### config.mk
export PLATFORM = sky130hd
export DESIGN_NAME = cbmq_cell
export DESIGN_NICKNAME = d
export VERILOG_FILES = /design/src/rtl/cbmq_pkg.sv /design/src/rtl/cbmq_cell.sv
export SDC_FILE = /design/constraint.sdc
export NUM_CORES = 1
export LEC_CHECK = 0
export ABC_AREA = 1
export BUFFER_PORTS_ARGS = -buffer_cell sky130_fd_sc_hd__buf_2
export CAP_MARGIN = 15
export CORE_MARGIN = 10
export CORE_UTILIZATION = 52
export CTS_CLUSTER_DIAMETER = 60
export DETAILED_ROUTE_END_ITERATION = 12
export GPL_ROUTABILITY_DRIVEN = 0
export PLACE_DENSITY_LB_ADDON = 0.25
export SLEW_MARGIN = 20
export SYNTH_ARGS = -nofsm -noshare
export SYNTH_HDL_FRONTEND = slang
export SYNTH_SLANG_ARGS = --single-unit
### constraint.sdc
create_clock -name clk_i -period 1.6 [get_ports clk_i]
set_input_delay 0.16 -clock clk_i [delete_from_list [all_inputs] [get_ports clk_i]]
set_output_delay 0.16 -clock clk_i [all_outputs]
set_load 0.02 [all_outputs]
### src/rtl/cbmq_pkg.sv
`default_nettype none
package cbmq_pkg;
  localparam int unsigned NumBins = 256;
  localparam int unsigned BinBits = 30;
  localparam int unsigned BinIdxW = $clog2(NumBins);
  localparam int unsigned BitIdxW = $clog2(BinBits);
  localparam int unsigned CoordW = 31;
  localparam int unsigned WidthW = 16;
  localparam int unsigned QuoW = CoordW;
  localparam int unsigned CfgIdxW = 1;

  localparam logic [CfgIdxW-1:0] RegOrigin = 1'b0;
  localparam logic [CfgIdxW-1:0] RegWidth = 1'b1;

  localparam logic CmdMark = 1'b0;
  localparam logic CmdQuery = 1'b1;

  // Ranges of bins and bit masks that one command applies, passed cell to cell along the row.
  typedef struct packed {
    logic                active;
    logic                cmd;
    logic [BinIdxW-1:0]  bin_first;
    logic [BinIdxW-1:0]  bin_last;
    logic [BinBits-1:0]  mask_first;
    logic [BinBits-1:0]  mask_last;
  } op_t;
endpackage
`default_nettype wire

### src/rtl/cbmq_cell.sv
`default_nettype none
module cbmq_cell (
  input  wire                          clk_i,
  input  wire                          rst_ni,
  input  wire [cbmq_pkg::BinIdxW-1:0]  bin_idx_i,
  input  wire cbmq_pkg::op_t           op_i,
  input  wire                          all_set_i,
  output cbmq_pkg::op_t                op_o,
  output logic                         all_set_o
);
  logic [cbmq_pkg::BinBits-1:0] word_q, word_d, need;
  logic hit;
  cbmq_pkg::op_t op_q;
  logic all_q;

  always_comb begin
    hit = op_i.active && (bin_idx_i >= op_i.bin_first) && (bin_idx_i <= op_i.bin_last);
    need = '1;
    if (bin_idx_i == op_i.bin_first) need = need & op_i.mask_first;
    if (bin_idx_i == op_i.bin_last) need = need & op_i.mask_last;
    word_d = word_q;
    if (hit && op_i.cmd == cbmq_pkg::CmdMark) word_d = word_q | need;
  end

  always_ff @(posedge clk_i or negedge rst_ni) begin
    if (!rst_ni) begin
      word_q <= '0;
      op_q <= '0;
      all_q <= 1'b1;
    end else begin
      word_q <= word_d;
      op_q <= op_i;
      all_q <= all_set_i && (!hit || ((word_q & need) == need));
    end
  end

  assign op_o = op_q;
  assign all_set_o = all_q;
endmodule
`default_nettype wire

==> metrics.md <==
| Metric | Value |
|---|---|
| Area Growth Syn to Fin | 63.1% |
| Drt initial violations | approximately 300 |
| RR Endpoint | all_set_o |
| CP max FO | 6 |
| Least-Margin Pin Slew | 0.428 ns |
| Die height | between 100 and 150 um |
| Post-DP HPWL | 9360 um |
| MaxCap Viol Count | 0 |
| CTS Buf Count | 9 |
| Worst VDD drop | 0.611 mV |
| Crit path buffers/inverters | 5 |
| Worst-path clk slew | around 0.11 ns |
| Most used cell, CP | nand2_2 |
| CP max-delay cell | ha_4 |
| Largest net degree at the start of global routing | 45 |
| Critical path origin | op_i[71] |
| Synth cell types | 20 |
| CP delay by family, top | simple AND/OR/NAND/NOR gates |
| Placed cell area | 0.00564 mm2 |
| Final cell area excluding filler cells | roughly 0.0074 mm2 |
| Diode count | 0 |
| Crit path launch type | input pin |
| Vias in the first global route | ~4400 |
| Syn Area/Cell | 9.76 um2 |
| RR Startpoint | word_q[6] |
| Layout cell share with drive strength beyond 1 | between 30% and 40% |
| Htree depth | 3 |
| Register-to-Register Path Depth | 8 |
| Crit end category | flip-flop |
| Worst slew margin | 71.5% |
| Synthesis Warnings | 0 |
| Sequence of cells on the critical path | buf_2 > inv_1 > ha_4 > nand2_2 > nor2_4 > buf_12 > and2_4 > nor3_2 > nand2_2 > nand2_2 > nor3b_4 > buf_6 > clkbuf_16 > nand2_2 > nand2_1 |
| First-pass GRT wire length | around 22000 um |
| DR vias/cell | between 5 and 6 |
| Gr usage total | a little over a fifth |
| Cells after Synth | around 470 |
| Flop2flop setup slack | ~0.42 ns |
| Final Max Tran Viols | 0 |
| Critical Path End | word_q[22] |
| Final worst path period share | 110% |
| RSZ-0062 raised after global routing | true |
| Chip Width | ~110 um |
| Core Area | roughly 0.0086 mm2 |
| Skew final | between 0.009 and 0.01 ns |
| Failing checks | setup timing |
| Io pins | about 170 |
| Worst-Skew Late Latency | 0.37 ns |
| LEAKAGE | approximately 3.7 nW |
| Tmin final | 1.77 ns |
| Synthesized cell area | between 0.004 and 0.005 mm2 |
| Initial antenna violation count | 0 |
| Hold Violations, Final | 0 |
| Setup TNS | -3.07 ns |
| Drt pass-1 iters | 5 |
| Total grt overflow | 0 |
| Total stage count of the critical path | 15 |
| Initial Util | between 50 and 60% |
| Run status | complete, but fails checks |
| Hold Worst Slack | approximately 0.26 ns |
| Die area | about 0.013 mm2 |
| Synth Net Count | 572 |
| Max incr delay on CP | 0.32 ns |
| Power per cell area | roughly 760 mW/mm2 |
| FF+latch count, synth | 109 |
| Crit path DAT | about 2.1 ns |
| Post-Route Utilization | between 80% and 90% |
| Drt drc | 0 |
| TritonCTS sink count | 109 |
| Worst hold-check path type | input pin to async pin |
| Routed Antenna Nets | 0 |
| Port bufs | ~170 |
| Rows | 34 |
| Maximum root-to-sink buffer count | 2 |
| F_max | roughly 570 MHz |
| Register area share after synthesis | roughly three fifths |
| Setup WS post-layout | -0.165 ns |
| Worst path required time | 1.91 ns |
| Routed vias | ~4600 |
| CTS tree | built |
| Clk root buf | clkbuf_8 |
| DRT Wirelength | ~18000 um |
| Drt wl/cell | roughly 20 um |
| Final setup fails | 31 |
| Layout net count | 856 |
| CP Class | input pin to flip-flop |
## registers in the layout, indices dropped and copies added (netlist names)
signal	count
all_set_o	1
op_o	78
word_q	30
## worst min path at each step
stage / from / end / slack, ns / cells past startpoint
floorplan: rst_ni / op_o[0] / -0.14 / 0
global placement: rst_ni / op_o[57] / 0.12 / 1
detailed placement: rst_ni / op_o[57] / 0.12 / 1
CTS: rst_ni / op_o[57] / 0.26 / 2
global route: rst_ni / op_o[57] / 0.27 / 2
finish: rst_ni / op_o[57] / 0.26 / 2
## what timing repair did
action	in CTS	in global routing
endpoints found under the setup margin	0	31
hold endpoints to repair	104	0
resized for setup	0	106
hold buffers	80	0
setup buffers	0	13
## placed cells by master (no fill, tap or decap), drive strengths merged
master	n
dlygate4sd3	80
nor2	13
nand3	33
buf	201
o21ai	3
dfrtp	108
inv	85
nand3b	56
ha	16
clkinvlp	2
dfstp	1
clkbuf	18
and2	1
nand2	126
clkinv	1
nor3b	1
o211ai	1
a21oi	9
nor3	1
## layout make-up
| type | instances | area (um2) |
|---|---|---|
| clock buffers | 11 | 141 |
| clock inverters | 5 | 43.8 |
| flip-flops and latches | 109 | 2730 |
| fillers | 427 | 1210 |
| repair buffers | 288 | 2310 |
| multi-input cells | 260 | 1750 |
| well taps | 108 | 135 |
| inverters | 83 | 317 |
## logic make-up (layout without fill, tap and decap cells)
| group | after synthesis | in the layout | share of synthesized area, % |
|---|---|---|---|
| AOI/OAI and AO/OA | 13 | 13 | 1.57 |
| buffers and inverters | 98 | 387 | 8.98 |
| and+or+nand+nor | 231 | 231 | 25.2 |
| DFF | 109 | 109 | 59.9 |
| adders and majority gates | 16 | 16 | 4.39 |
## power breakdown
group	total (W)	leakage (nW)	switching [W]	internal, W
logic	0.00117	2.43	0.000607	0.000567
clock network	0.00162	0.0881	0.000985	0.000631
registers	0.00288	1.18	0.0000279	0.00285
## cell usage after synthesis (all sizes together)
cell / instances / share of area, %
nor3b: 1 / 0.27
nor2: 13 / 1.4
a21oi: 9 / 1.1
o211ai: 1 / 0.16
nand2: 126 / 10
o21ai: 3 / 0.33
nand3: 33 / 3.6
dfstp: 1 / 0.58
inv: 83 / 6.8
and2: 1 / 0.14
ha: 16 / 4.4
dfrtp: 108 / 59
nor3: 1 / 0.11
buf: 15 / 2.1
nand3b: 56 / 9.2
## routing by layer
layer / up-vias / part of all wire [%] / global-route usage (%)
met3: 85 / 8.8 / 6.98
met1: 2207 / 34 / 22.3
li1: 2018 / - / -
met2: 329 / 51 / 37.2
met4: 0 / 5.7 / 8.12
met5: - / 0 / 0
## stage by stage
step / worst slack, ns / power [W] / cells
finish: -0.165 / 0.00567 / 864
global route: -0.198 / 0.00586 / 864
CTS: 0.0440 / 0.00535 / 840
detailed placement: -0.335 / 0.00365 / 744
global placement: -0.280 / 0.00363 / 744
floorplan: 0.0516 / 0.00326 / 467
No activity file was read; power rests on OpenSTA's default activity.
