**src/rtl/cbmq_pkg.sv**
```systemverilog
`default_nettype none
package cbmq_pkg;
  localparam int unsigned NumBins = 256;
  localparam int unsigned BinBits = 30;
  localparam int unsigned BinIdxW = $clog2(NumBins);
  localparam int unsigned BitIdxW = $clog2(BinBits);
  localparam int unsigned CoordW = 31;
  localparam int unsigned WidthW = 16;
  localparam int unsigned QuoW = CoordW;
  localparam int unsigned CfgIdxW = 1;

  localparam logic [CfgIdxW-1:0] RegOrigin = 1'b0;
  localparam logic [CfgIdxW-1:0] RegWidth = 1'b1;

  localparam logic CmdMark = 1'b0;
  localparam logic CmdQuery = 1'b1;

  // Ranges of bins and bit masks that one command applies, passed cell to cell along the row.
  typedef struct packed {
    logic                active;
    logic                cmd;
    logic [BinIdxW-1:0]  bin_first;
    logic [BinIdxW-1:0]  bin_last;
    logic [BinBits-1:0]  mask_first;
    logic [BinBits-1:0]  mask_last;
  } op_t;
endpackage
`default_nettype wire

```
**src/rtl/cbmq_divider.sv**
```systemverilog
`default_nettype none
module cbmq_divider (
  input  wire                          clk_i,
  input  wire                          rst_ni,
  input  wire                          start_i,
  input  wire [cbmq_pkg::CoordW-1:0]   dividend_i,
  input  wire [cbmq_pkg::CoordW+4:0]   divisor_i,
  output logic                         done_o,
  output logic [cbmq_pkg::QuoW-1:0]    quo_o,
  output logic [cbmq_pkg::CoordW-1:0]  rem_o
);
  localparam int unsigned CntW = $clog2(cbmq_pkg::CoordW + 1);

  logic [cbmq_pkg::CoordW+5:0] rem_q, rem_d, trial;
  logic [cbmq_pkg::CoordW-1:0] quo_q, quo_d;
  logic [CntW-1:0] cnt_q, cnt_d;
  logic busy_q, busy_d;

  always_comb begin
    rem_d = rem_q;
    quo_d = quo_q;
    cnt_d = cnt_q;
    busy_d = busy_q;
    trial = {rem_q[cbmq_pkg::CoordW+4:0], quo_q[cbmq_pkg::CoordW-1]};
    if (start_i) begin
      rem_d = '0;
      quo_d = dividend_i;
      cnt_d = CntW'(cbmq_pkg::CoordW);
      busy_d = 1'b1;
    end else if (busy_q) begin
      if (trial >= {1'b0, divisor_i}) begin
        rem_d = trial - {1'b0, divisor_i};
        quo_d = {quo_q[cbmq_pkg::CoordW-2:0], 1'b1};
      end else begin
        rem_d = trial;
        quo_d = {quo_q[cbmq_pkg::CoordW-2:0], 1'b0};
      end
      cnt_d = cnt_q - 1'b1;
      if (cnt_q == CntW'(1)) busy_d = 1'b0;
    end
  end

  always_ff @(posedge clk_i or negedge rst_ni) begin
    if (!rst_ni) begin
      busy_q <= 1'b0;
      cnt_q <= '0;
    end else begin
      busy_q <= busy_d;
      cnt_q <= cnt_d;
    end
  end

  always_ff @(posedge clk_i) begin
    rem_q <= rem_d;
    quo_q <= quo_d;
  end

  assign done_o = busy_q && (cnt_q == CntW'(1));
  assign quo_o = quo_d;
  assign rem_o = rem_d[cbmq_pkg::CoordW-1:0];
endmodule
`default_nettype wire

```
**config.mk**
```make
export PLATFORM = sky130hd
export DESIGN_NAME = cbmq_divider
export DESIGN_NICKNAME = d
export VERILOG_FILES = /design/src/rtl/cbmq_pkg.sv /design/src/rtl/cbmq_divider.sv
export SDC_FILE = /design/constraint.sdc
export NUM_CORES = 1
export LEC_CHECK = 0
export ABC_AREA = 1
export BUFFER_PORTS_ARGS = -buffer_cell sky130_fd_sc_hd__buf_2
export CAP_MARGIN = 0
export CORE_MARGIN = 1.5
export CORE_UTILIZATION = 45
export DETAILED_ROUTE_END_ITERATION = 7
export PLACE_DENSITY = 0.7
export SETUP_SLACK_MARGIN = 0.3
export SLEW_MARGIN = 20
export SYNTH_ARGS = -nofsm -noshare
export SYNTH_HDL_FRONTEND = slang
export SYNTH_SLANG_ARGS = --single-unit
```
**constraint.sdc**
```tcl
create_clock -name clk_i -period 1.9 [get_ports clk_i]
set_input_delay 0.19 -clock clk_i [delete_from_list [all_inputs] [get_ports clk_i]]
set_output_delay 0.19 -clock clk_i [all_outputs]
set_load 0.005 [all_outputs]
```
==> results.toml, run 1 <==
[die]
die-area_um2 = 14700
placeableCoreArea_um2 = 13800
die_x_um = 121
fp.dieH_um = 121
initial_utilization = 0.457
floorplan.io_pins = 133
floorplan.rows = 43

[cts]
htreeDepth = 3
cts_root_buffer = "sky130_fd_sc_hd__clkbuf_16"
path_clk_slew_ps = 70
cts_tree = "built"
clkLatencyLatePin_ps = 370
numClockSinks = 73
clockBufferDepth = 2
numCtsBuffers = 9

[global_routing]
initial_antenna_violation_count = 0
grt_util_all_layers = 0.338
globalRoute.totalOverflow = 0
first_global_vias = 7962
grt_first_pass_wirelength_um = 38700
grt_max_degree = 34

[worst_setup_path]
required_ps = 1710
rrSetupSlack_ps = -440
worstSetupEndpointType = "primary output"
cp_cell_sequence = "ha_4, nand2_4, inv_1, nand2_1, nand2_2, a21oi_2, nand2_2, nand2_2, nand2_4, a21oi_4, buf_4, nor2_4, nor2_2, nor2_2, buf_2"
worstPathArrival_ps = 2540
critical-path-slowest-cell = "sky130_fd_sc_hd__dfxtp_2"
critical_path_class = "flip-flop to primary output"
timing.reg2reg.worst_path_depth = 16
worstReg2RegStart = "rem_q[6]"
reg2reg_to = "rem_q[19]"
crit_top_cell = "sky130_fd_sc_hd__nand2_2"
crit_path_max_incr_delay_ps = 360
worst-path-buf-inv = 3
setup.worst_path.start_class = "flip-flop"
startpoint = "rem_q[6]"
cp_max_fo = 5
timing.critical_path.max_delay_family = "simple AND/OR/NAND/NOR gates"

[layout]
finish.net_count = 1530
finish.instance_area_um2 = 11100
post_route_cells_drive_above_1_share = 0.507
final-instance-count-excl-fill = 1606
final_util = 0.808
layout_commonest_cell = "sky130_fd_sc_hd__nand2_1"
fillers = 928
most-common-layout-cells = "sky130_fd_sc_hd__nand2_1 (282), sky130_fd_sc_hd__inv_1 (215), sky130_fd_sc_hd__buf_4 (183)"
area_added_between_synthesis_and_finish_pct = 76.7
antenna_cells_inserted = 0

[drt]
route.detailed.drc = 0
route.detailed.vias_per_inst = 5.37
drt-wirelength-per-cell_um = 17.7
detail-route-antenna-nets = 0
totalWireLength_um = 28400
drt_first_pass_iters = 5
first_iteration_detailed_routing_drc_count = 684
route.vias.total = 8624

[power_and_ir_drop]
power.combinational.fraction = 0.709
vdd_drop_max_mv = 0.759
report.power.total_mw = 14.2
switching_power_share_of_the_total = 0.460
power.leakage_nw = 6.00
power.density_cell_area_nw_per_um2 = 1280
share_clk_of_total_power = 0.132
total_switching_power_mw = 6.55
seqPwrFrac = 0.159
power.internal_mw = 7.69

[run]
drv_cap = 0

[run_status]
status = "complete, but fails checks"
violations = "setup timing"

[yosys]
synth.cell_area_um2 = 6300
synth_fp_nets = 1194
synth.largest_area_cell = "sky130_fd_sc_hd__nand2_1"
postSynthCellCount = 1085
number_of_synthesized_register_bits = 73
synth_cell_types = 39
synth.area.top_cells = "sky130_fd_sc_hd__nand2_1 (24%), sky130_fd_sc_hd__dfxtp_1 (21%), sky130_fd_sc_hd__inv_1 (14%)"
post_synth.cell_area_avg_um2 = 5.80
synth.top_cell.area_share = 0.237
yosysSeqAreaShare = 0.237
synth-warning-count = 0

[hold_path]
worstHoldPathCells = 3
hp-start = "dividend_i[24]"
min_delay_worst_endpoint = "quo_q[24]"
holdCritPathClass = "input pin to flip-flop"

[place]
placedInstanceArea_um2 = 9030
hpwl_um = 16700
buffer_ports.inserted = 132
dpl.cell_count = 1541
finalWeightedCongestion = 0.946

[timing]
max_slew_margin = 0.707
timing_hold_violations_final = 0
final_worst_setup_slack_ps = -828
tightest_slew_ps = 439
setup_repair_after_global_routing_missed_its_margin = "true"
achievable-frequency_ghz = 0.367
total_negative_slack_for_setup_checks_ps = -31600
timing.final.crit_share = 1.44
finalSetupViolations = 70
min_period_ps = 2730
finalMaxSlewViolations = 0
final.setup_skew_ps = 12.1
==> flip-flops by register name (all words and copies together), names as in the netlist <==
register  count
cnt_q         5
quo_q        31
busy_q        1
rem_q        36
==> worst register-to-register path, stage by stage, from the launching register on <==
cell,delay (ps)
sky130_fd_sc_hd__dfxtp_2,360
sky130_fd_sc_hd__ha_4,220
sky130_fd_sc_hd__nand2_4,80
sky130_fd_sc_hd__inv_1,50
sky130_fd_sc_hd__nand2_1,80
sky130_fd_sc_hd__nand2_2,100
sky130_fd_sc_hd__a21oi_2,180
sky130_fd_sc_hd__nand2_2,90
sky130_fd_sc_hd__nand2_2,100
sky130_fd_sc_hd__nand2_4,100
sky130_fd_sc_hd__a21oi_4,280
sky130_fd_sc_hd__buf_8,200
sky130_fd_sc_hd__nand2_2,60
sky130_fd_sc_hd__nand3_2,60
sky130_fd_sc_hd__nand2_2,60
sky130_fd_sc_hd__buf_6,110
sky130_fd_sc_hd__buf_6,100
==> Yosys cell counts (all sizes together) <==
library cell / n
dfrtp: 6
inv: 235
clkbuf: 16
a22oi: 2
nand4: 9
a21o: 1
xor2: 3
nor3b: 1
o221ai: 29
fa: 1
nand3b: 6
dfxtp: 67
nor3: 7
nand2: 405
ha: 38
and2: 2
o21ai: 17
nor2: 88
o21bai: 2
nand3: 89
or2: 1
buf: 9
nor4: 1
a21oi: 36
o211ai: 1
xnor2: 13
==> metal layers <==
layer  GRT usage  vias up  share of wire
met4       0.159        0          0.060
met1       0.389     4024           0.38
met3      0.0644      140          0.071
met2       0.598      440           0.49
met5           0        -              0
li1            -     4020              -
==> power by group through the flow <==
stage | sequential [mW] | combinational (mW) | clock, mW
3_5_place_dp | 2.25 | 7.47 | 0
3_3_place_gp | 2.24 | 7.43 | 0
4_1_cts | 2.24 | 8.41 | 1.88
5_1_grt | 2.29 | 10.8 | 1.94
2_1_floorplan | 2.24 | 4.43 | 0
6_report | 2.26 | 10.1 | 1.89
==> timing repair <==
item / CTS / global route
endpoints found under the setup margin: 99 / 99
hold buffers: 1 / 0
gates cloned: 6 / 5
hold endpoints to repair: 6 / 0
pin swaps: 39 / 55
setup buffers: 19 / 18
resized for setup: 159 / 151
==> layout make-up <==
type | count | area, um2 | area share
multi-input combinational | 755 | 5550 | 0.499
timing repair buffer | 347 | 2620 | 0.236
sequential | 73 | 1530 | 0.138
inverter | 235 | 892 | 0.0802
clock buffer | 9 | 225 | 0.0202
tap | 180 | 225 | 0.0202
clock inverter | 7 | 81.3 | 0.00731
==> per-stage QoR <==
| stage | hold slack, ps | worst slack [ps] |
|---|---|---|
| global route | 53.1 | -885 |
| floorplan | -106 | -34.6 |
| CTS | 37.0 | -709 |
| detailed placement | 15.3 | -418 |
| finish | 40.5 | -828 |
| global placement | 14.6 | -370 |
==> worst max path at each step <==
stage | to | slack (ps) | cells past startpoint
global placement | rem_o[30] | -370 | 15
global route | rem_o[23] | -880 | 15
CTS | rem_o[21] | -710 | 13
floorplan | rem_o[28] | -30 | 17
detailed placement | rem_o[30] | -420 | 15
finish | rem_o[30] | -830 | 15
==> cells by family (layout without fill, tap and decap cells) <==
family	Yosys count	count (layout)	share of synthesized area
fa+ha+maj	39	39	0.0787
xor+xnor	16	16	0.0223
simple gates	609	612	0.407
buf+inv	260	598	0.162
flops	73	73	0.237
compound gates	88	88	0.0938
Note: power is estimated with default switching activity, not from simulation.
==> inputs of run 2 (changes only) <==
--- a/config.mk
+++ b/config.mk
@@ -10,2 +10,3 @@
 export CAP_MARGIN = 0
+export CORE_ASPECT_RATIO = 1.5
 export CORE_MARGIN = 1.5
@@ -13,3 +14,3 @@
 export DETAILED_ROUTE_END_ITERATION = 7
-export PLACE_DENSITY = 0.7
+export PLACE_DENSITY = 0.68
 export SETUP_SLACK_MARGIN = 0.3
==> constraint.sdc (replaced) <==
create_clock -name clk_i -period 3.4 [get_ports clk_i]
set_input_delay 0.34 -clock clk_i [delete_from_list [all_inputs] [get_ports clk_i]]
set_output_delay 0.34 -clock clk_i [all_outputs]
set_load 0.01 [all_outputs]
==> results.toml, run 2 (synthesis results as in run 1) <==
[run_status]
status = "completed"

[drt]
route.detailed.vias_per_inst = 4.99
detail-route-antenna-nets = 0
first_iteration_detailed_routing_drc_count = 340
route.vias.total = 6936
drt_first_pass_iters = 5
totalWireLength_um = 20200
drt-wirelength-per-cell_um = 14.5
route.detailed.drc = 0

[layout]
antenna_cells_inserted = 0
most-common-layout-cells = "sky130_fd_sc_hd__nand2_1 (388), sky130_fd_sc_hd__inv_1 (231), sky130_fd_sc_hd__buf_2 (132)"
area_added_between_synthesis_and_finish_pct = 23.5
fillers = 1456
number_of_flip_flops_in_the_largest_register = 36
finish.instance_area_um2 = 7780
finish.net_count = 1333
final-instance-count-excl-fill = 1391
layout_commonest_cell = "sky130_fd_sc_hd__nand2_1"
regMostFlops = "rem_q"
post_route_cells_drive_above_1_share = 0.197
reg_top3 = "rem_q: 36 flops, quo_q: 31 flops, cnt_q: 5 flops"

[die]
die_x_um = 99.6
floorplan.io_pins = 133
placeableCoreArea_um2 = 13600
floorplan.rows = 52
initial_utilization = 0.463
fp.dieH_um = 148
die-area_um2 = 14700

[hold_path]
worstHoldPathCells = 3
holdCritPathClass = "input pin to flip-flop"

[place]
dpl.cell_count = 1364
hpwl_um = 15800
placedInstanceArea_um2 = 7100
buffer_ports.inserted = 132
preCtsSetupSlack_ps = 412
finalWeightedCongestion = 0.962

[cts]
clockBufferDepth = 2
numCtsBuffers = 9
htreeDepth = 3
cts_root_buffer = "sky130_fd_sc_hd__clkbuf_16"
path_clk_slew_ps = 70
clkLatencyLatePin_ps = 340
numClockSinks = 73
cts_tree = "built"

[worst_setup_path]
setup.worst_path.start_class = "flip-flop"
cp_max_fo = 9
timing.reg2reg.worst_path_depth = 13
cp_cell_sequence = "ha_1, nand2_1, nor2_2, nand2_1, nor2_2, nand3_2, nand4_4, buf_4, nand2_1, nand2_1, nand2_1, nand2_1, buf_2"
crit_top_cell = "sky130_fd_sc_hd__nand2_1"
critical_path_class = "flip-flop to primary output"
worstPathArrival_ps = 2620
required_ps = 3060
critical-path-slowest-cell = "sky130_fd_sc_hd__ha_1"
crit_path_max_incr_delay_ps = 350
worstSetupEndpointType = "primary output"

[timing]
timing.final.crit_share = 0.869
finalSetupViolations = 0
total_negative_slack_for_setup_checks_ps = 0
final.setup_skew_ps = 7.78
setup_repair_after_global_routing_missed_its_margin = "true"
timing_hold_violations_final = 0
tightest_slew_ps = 841
max_slew_margin = 0.439
final_worst_setup_slack_ps = 445
finalMaxSlewViolations = 0
min_period_ps = 2960
achievable-frequency_ghz = 0.338

[run]
drv_cap = 0

[power_and_ir_drop]
vdd_drop_max_mv = 0.291
power.leakage_nw = 4.56
power.density_cell_area_nw_per_um2 = 705

[global_routing]
grt_max_degree = 40
grt_first_pass_wirelength_um = 32200
globalRoute.totalOverflow = 0
initial_antenna_violation_count = 0
first_global_vias = 6660
grt_util_all_layers = 0.279
==> run 2: worst max-delay path, delay by kind of cell, from the launching register on <==
kind	cells	cell delay, ps
buffers and inverters	2	340
AND/OR/NAND/NOR	10	1230
adder cells (fa/ha/maj)	1	350
flip-flops	1	330
==> run 2: layout make-up <==
class	instances	area (um2)	share of cell area
clock buffers	10	239	0.0307
inverters	235	885	0.114
well taps	162	203	0.0261
repair buffers	152	821	0.106
flip-flops and latches	73	1490	0.192
clock inverters	6	72.6	0.00933
multi-input cells	753	4060	0.523
==> run 2: what timing repair did <==
action	CTS	global route
gates resized for setup	3	51
hold buffers	1	0
cloned	1	0
pin swaps	2	11
buffers inserted	5	4
endpoints found under the setup margin	31	32
hold endpoints to repair	6	0
==> run 2: path summary, 6_finish.rpt <==
kind	start	endpoint	slack [ps]
max in group asynchronous	rst_ni	cnt_q[1]	2910
min in group asynchronous	rst_ni	cnt_q[4]	350
hold reg to reg	rem_q[33]	rem_q[33]	480
setup reg to reg	rem_q[19]	rem_q[33]	960
setup / recovery	rem_q[19]	rem_o[0]	440
hold / removal	dividend_i[23]	quo_q[23]	220
==> run 2: metal layers <==
layer  global-route usage  up-vias  share of wire
li1                     -     3622              -
met5                    0        -              0
met2                0.509      213           0.50
met1                0.306     3050           0.40
met4                0.151        0          0.056
met3               0.0430       51          0.049
==> run 2: through the flow <==
stage / utilization / hold slack [ps] / total power [mW]
floorplan: - / 44.4 / 3.36
global placement: 0.522 / 174 / 4.16
detailed placement: 0.522 / 172 / 4.17
CTS: 0.551 / 211 / 5.31
global route: 0.572 / 221 / 5.98
finish: 0.572 / 219 / 5.48
==> run 2: report_power, final <==
group	total, mW	internal (mW)	switching [mW]
Sequential	1.21	1.06	0.150
Clock	1.03	0.601	0.428
Combinational	3.25	1.22	2.03
Total	5.48	2.88	2.61
==> inputs of run 3 (changes only) <==
- ABC_CLOCK_PERIOD_IN_PS: default -> 3400
- RECOVER_POWER: default -> 50
==> results.toml, run 3 (synthesis results as in run 1) <==
[run_status]
status = "completed"

[worst_setup_path]
worstPathArrival_ps = 2830
worstSetupEndpointType = "primary output"
setup.worst_path.start_class = "flip-flop"
required_ps = 3060
critical_path_class = "flip-flop to primary output"
cp_max_fo = 23

[place]
buffer_ports.inserted = 132
finalWeightedCongestion = 0.962
hpwl_um = 15800

[cts]
clkLatencyLatePin_ps = 340
clockBufferDepth = 2
numCtsBuffers = 9
cts_tree = "built"
htreeDepth = 3
path_clk_slew_ps = 70
cts_root_buffer = "sky130_fd_sc_hd__clkbuf_16"
numClockSinks = 73

[die]
placeableCoreArea_um2 = 13600
floorplan.rows = 52
floorplan.io_pins = 133
fp.dieH_um = 148
initial_utilization = 0.463
die-area_um2 = 14700
die_x_um = 99.6

[layout]
regMostFlops = "rem_q"
post_route_cells_drive_above_1_share = 0.190
area_added_between_synthesis_and_finish_pct = 22.9
number_of_flip_flops_in_the_largest_register = 36
antenna_cells_inserted = 0
layout_commonest_cell = "sky130_fd_sc_hd__nand2_1"
fillers = 1464
reg_top3 = "rem_q: 36 flops, quo_q: 31 flops, cnt_q: 5 flops"
finish.net_count = 1333
most-common-layout-cells = "sky130_fd_sc_hd__nand2_1 (388), sky130_fd_sc_hd__inv_1 (231), sky130_fd_sc_hd__buf_2 (130)"

[global_routing]
initial_antenna_violation_count = 0
globalRoute.totalOverflow = 0
grt_util_all_layers = 0.279
first_global_vias = 6660
grt_first_pass_wirelength_um = 32200
grt_max_degree = 40

[timing]
final.setup_skew_ps = 7.98
timing.final.crit_share = 0.932
total_negative_slack_for_setup_checks_ps = 0
finalMaxSlewViolations = 0
setup_repair_after_global_routing_missed_its_margin = "true"
finalSetupViolations = 0
min_period_ps = 3170
tightest_slew_ps = 1350
achievable-frequency_ghz = 0.316
max_slew_margin = 0.0981
timing_hold_violations_final = 0

[power_and_ir_drop]
power.density_cell_area_nw_per_um2 = 706
vdd_drop_max_mv = 0.291
report.power.total_mw = 5.47
power.leakage_nw = 4.54

[drt]
route.detailed.drc = 0
route.detailed.vias_per_inst = 5.00
detail-route-antenna-nets = 0
route.vias.total = 6955
drt-wirelength-per-cell_um = 14.5
drt_first_pass_iters = 5
totalWireLength_um = 20200
first_iteration_detailed_routing_drc_count = 353

[hold_path]
holdCritPathClass = "input pin to flip-flop"

[run]
drv_cap = 0
run 3: area by class of cell:
cell class	count	area (um2)	area share
Multi-Input combinational cell	753	4040	0.522
Clock inverter	6	72.6	0.00938
Sequential cell	73	1490	0.193
Timing Repair Buffer	152	807	0.104
Clock buffer	10	239	0.0309
Tap cell	162	203	0.0262
Inverter	235	885	0.114
run 3: worst max-delay path: stages (launching register included):
cell and delay (ps):
sky130_fd_sc_hd__dfrtp_1 730, sky130_fd_sc_hd__inv_1 140, sky130_fd_sc_hd__nor2_2 120, sky130_fd_sc_hd__clkbuf_1 990
sky130_fd_sc_hd__nand2_1 140, sky130_fd_sc_hd__o21ai_1 190, sky130_fd_sc_hd__buf_2 150
run 3: timing repair:
action,4_1_cts,5_1_grt
hold endpoints to repair,6,0
cloned,1,0
pin swaps,2,11
buffers inserted,5,4
setup endpoints to repair,31,32
gates resized for setup,3,51
hold buffers,1,0
run 3: metrics by stage:
stage / hold slack, ps / setup slack [ps] / instance area [um2] / utilization / instances
after CTS: 211 / 302 / 7490 / 0.551 / 1387
after floorplan: 44.4 / 1120 / 6300 / - / 1085
after global routing: 221 / 151 / 7740 / 0.569 / 1391
after global placement: 174 / 449 / 7100 / 0.522 / 1364
after detailed placement: 172 / 412 / 7100 / 0.522 / 1364
final: 218 / 233 / 7740 / 0.569 / 1391
run 3: worst paths after layout:
kind / from / end / slack, ps / cells past startpoint
max in group asynchronous: rst_ni / cnt_q[1] / 2760 / 2
worst max-delay path: busy_q / rem_o[10] / 230 / 6
worst min-delay path: dividend_i[8] / quo_q[8] / 220 / 3
worst min register to register: rem_q[33] / rem_q[33] / 480 / 2
min in group asynchronous: rst_ni / cnt_q[4] / 400 / 2
worst max register to register: busy_q / rem_q[31] / 800 / 8
run 3: per-layer routing:
| metal | up-vias | GRT usage | part of all wire |
|---|---|---|---|
| met5 | - | 0 | 0 |
| met4 | 0 | 0.151 | 0.055 |
| met3 | 51 | 0.0430 | 0.049 |
| met2 | 226 | 0.509 | 0.50 |
| met1 | 3053 | 0.306 | 0.40 |
| li1 | 3625 | - | - |
run 3: power by group:
group,internal (mW),leakage (nW),switching [mW]
Sequential,1.06,0.615,0.150
Clock,0.601,0.156,0.428
Combinational,1.21,3.77,2.02
Total,2.87,4.54,2.60
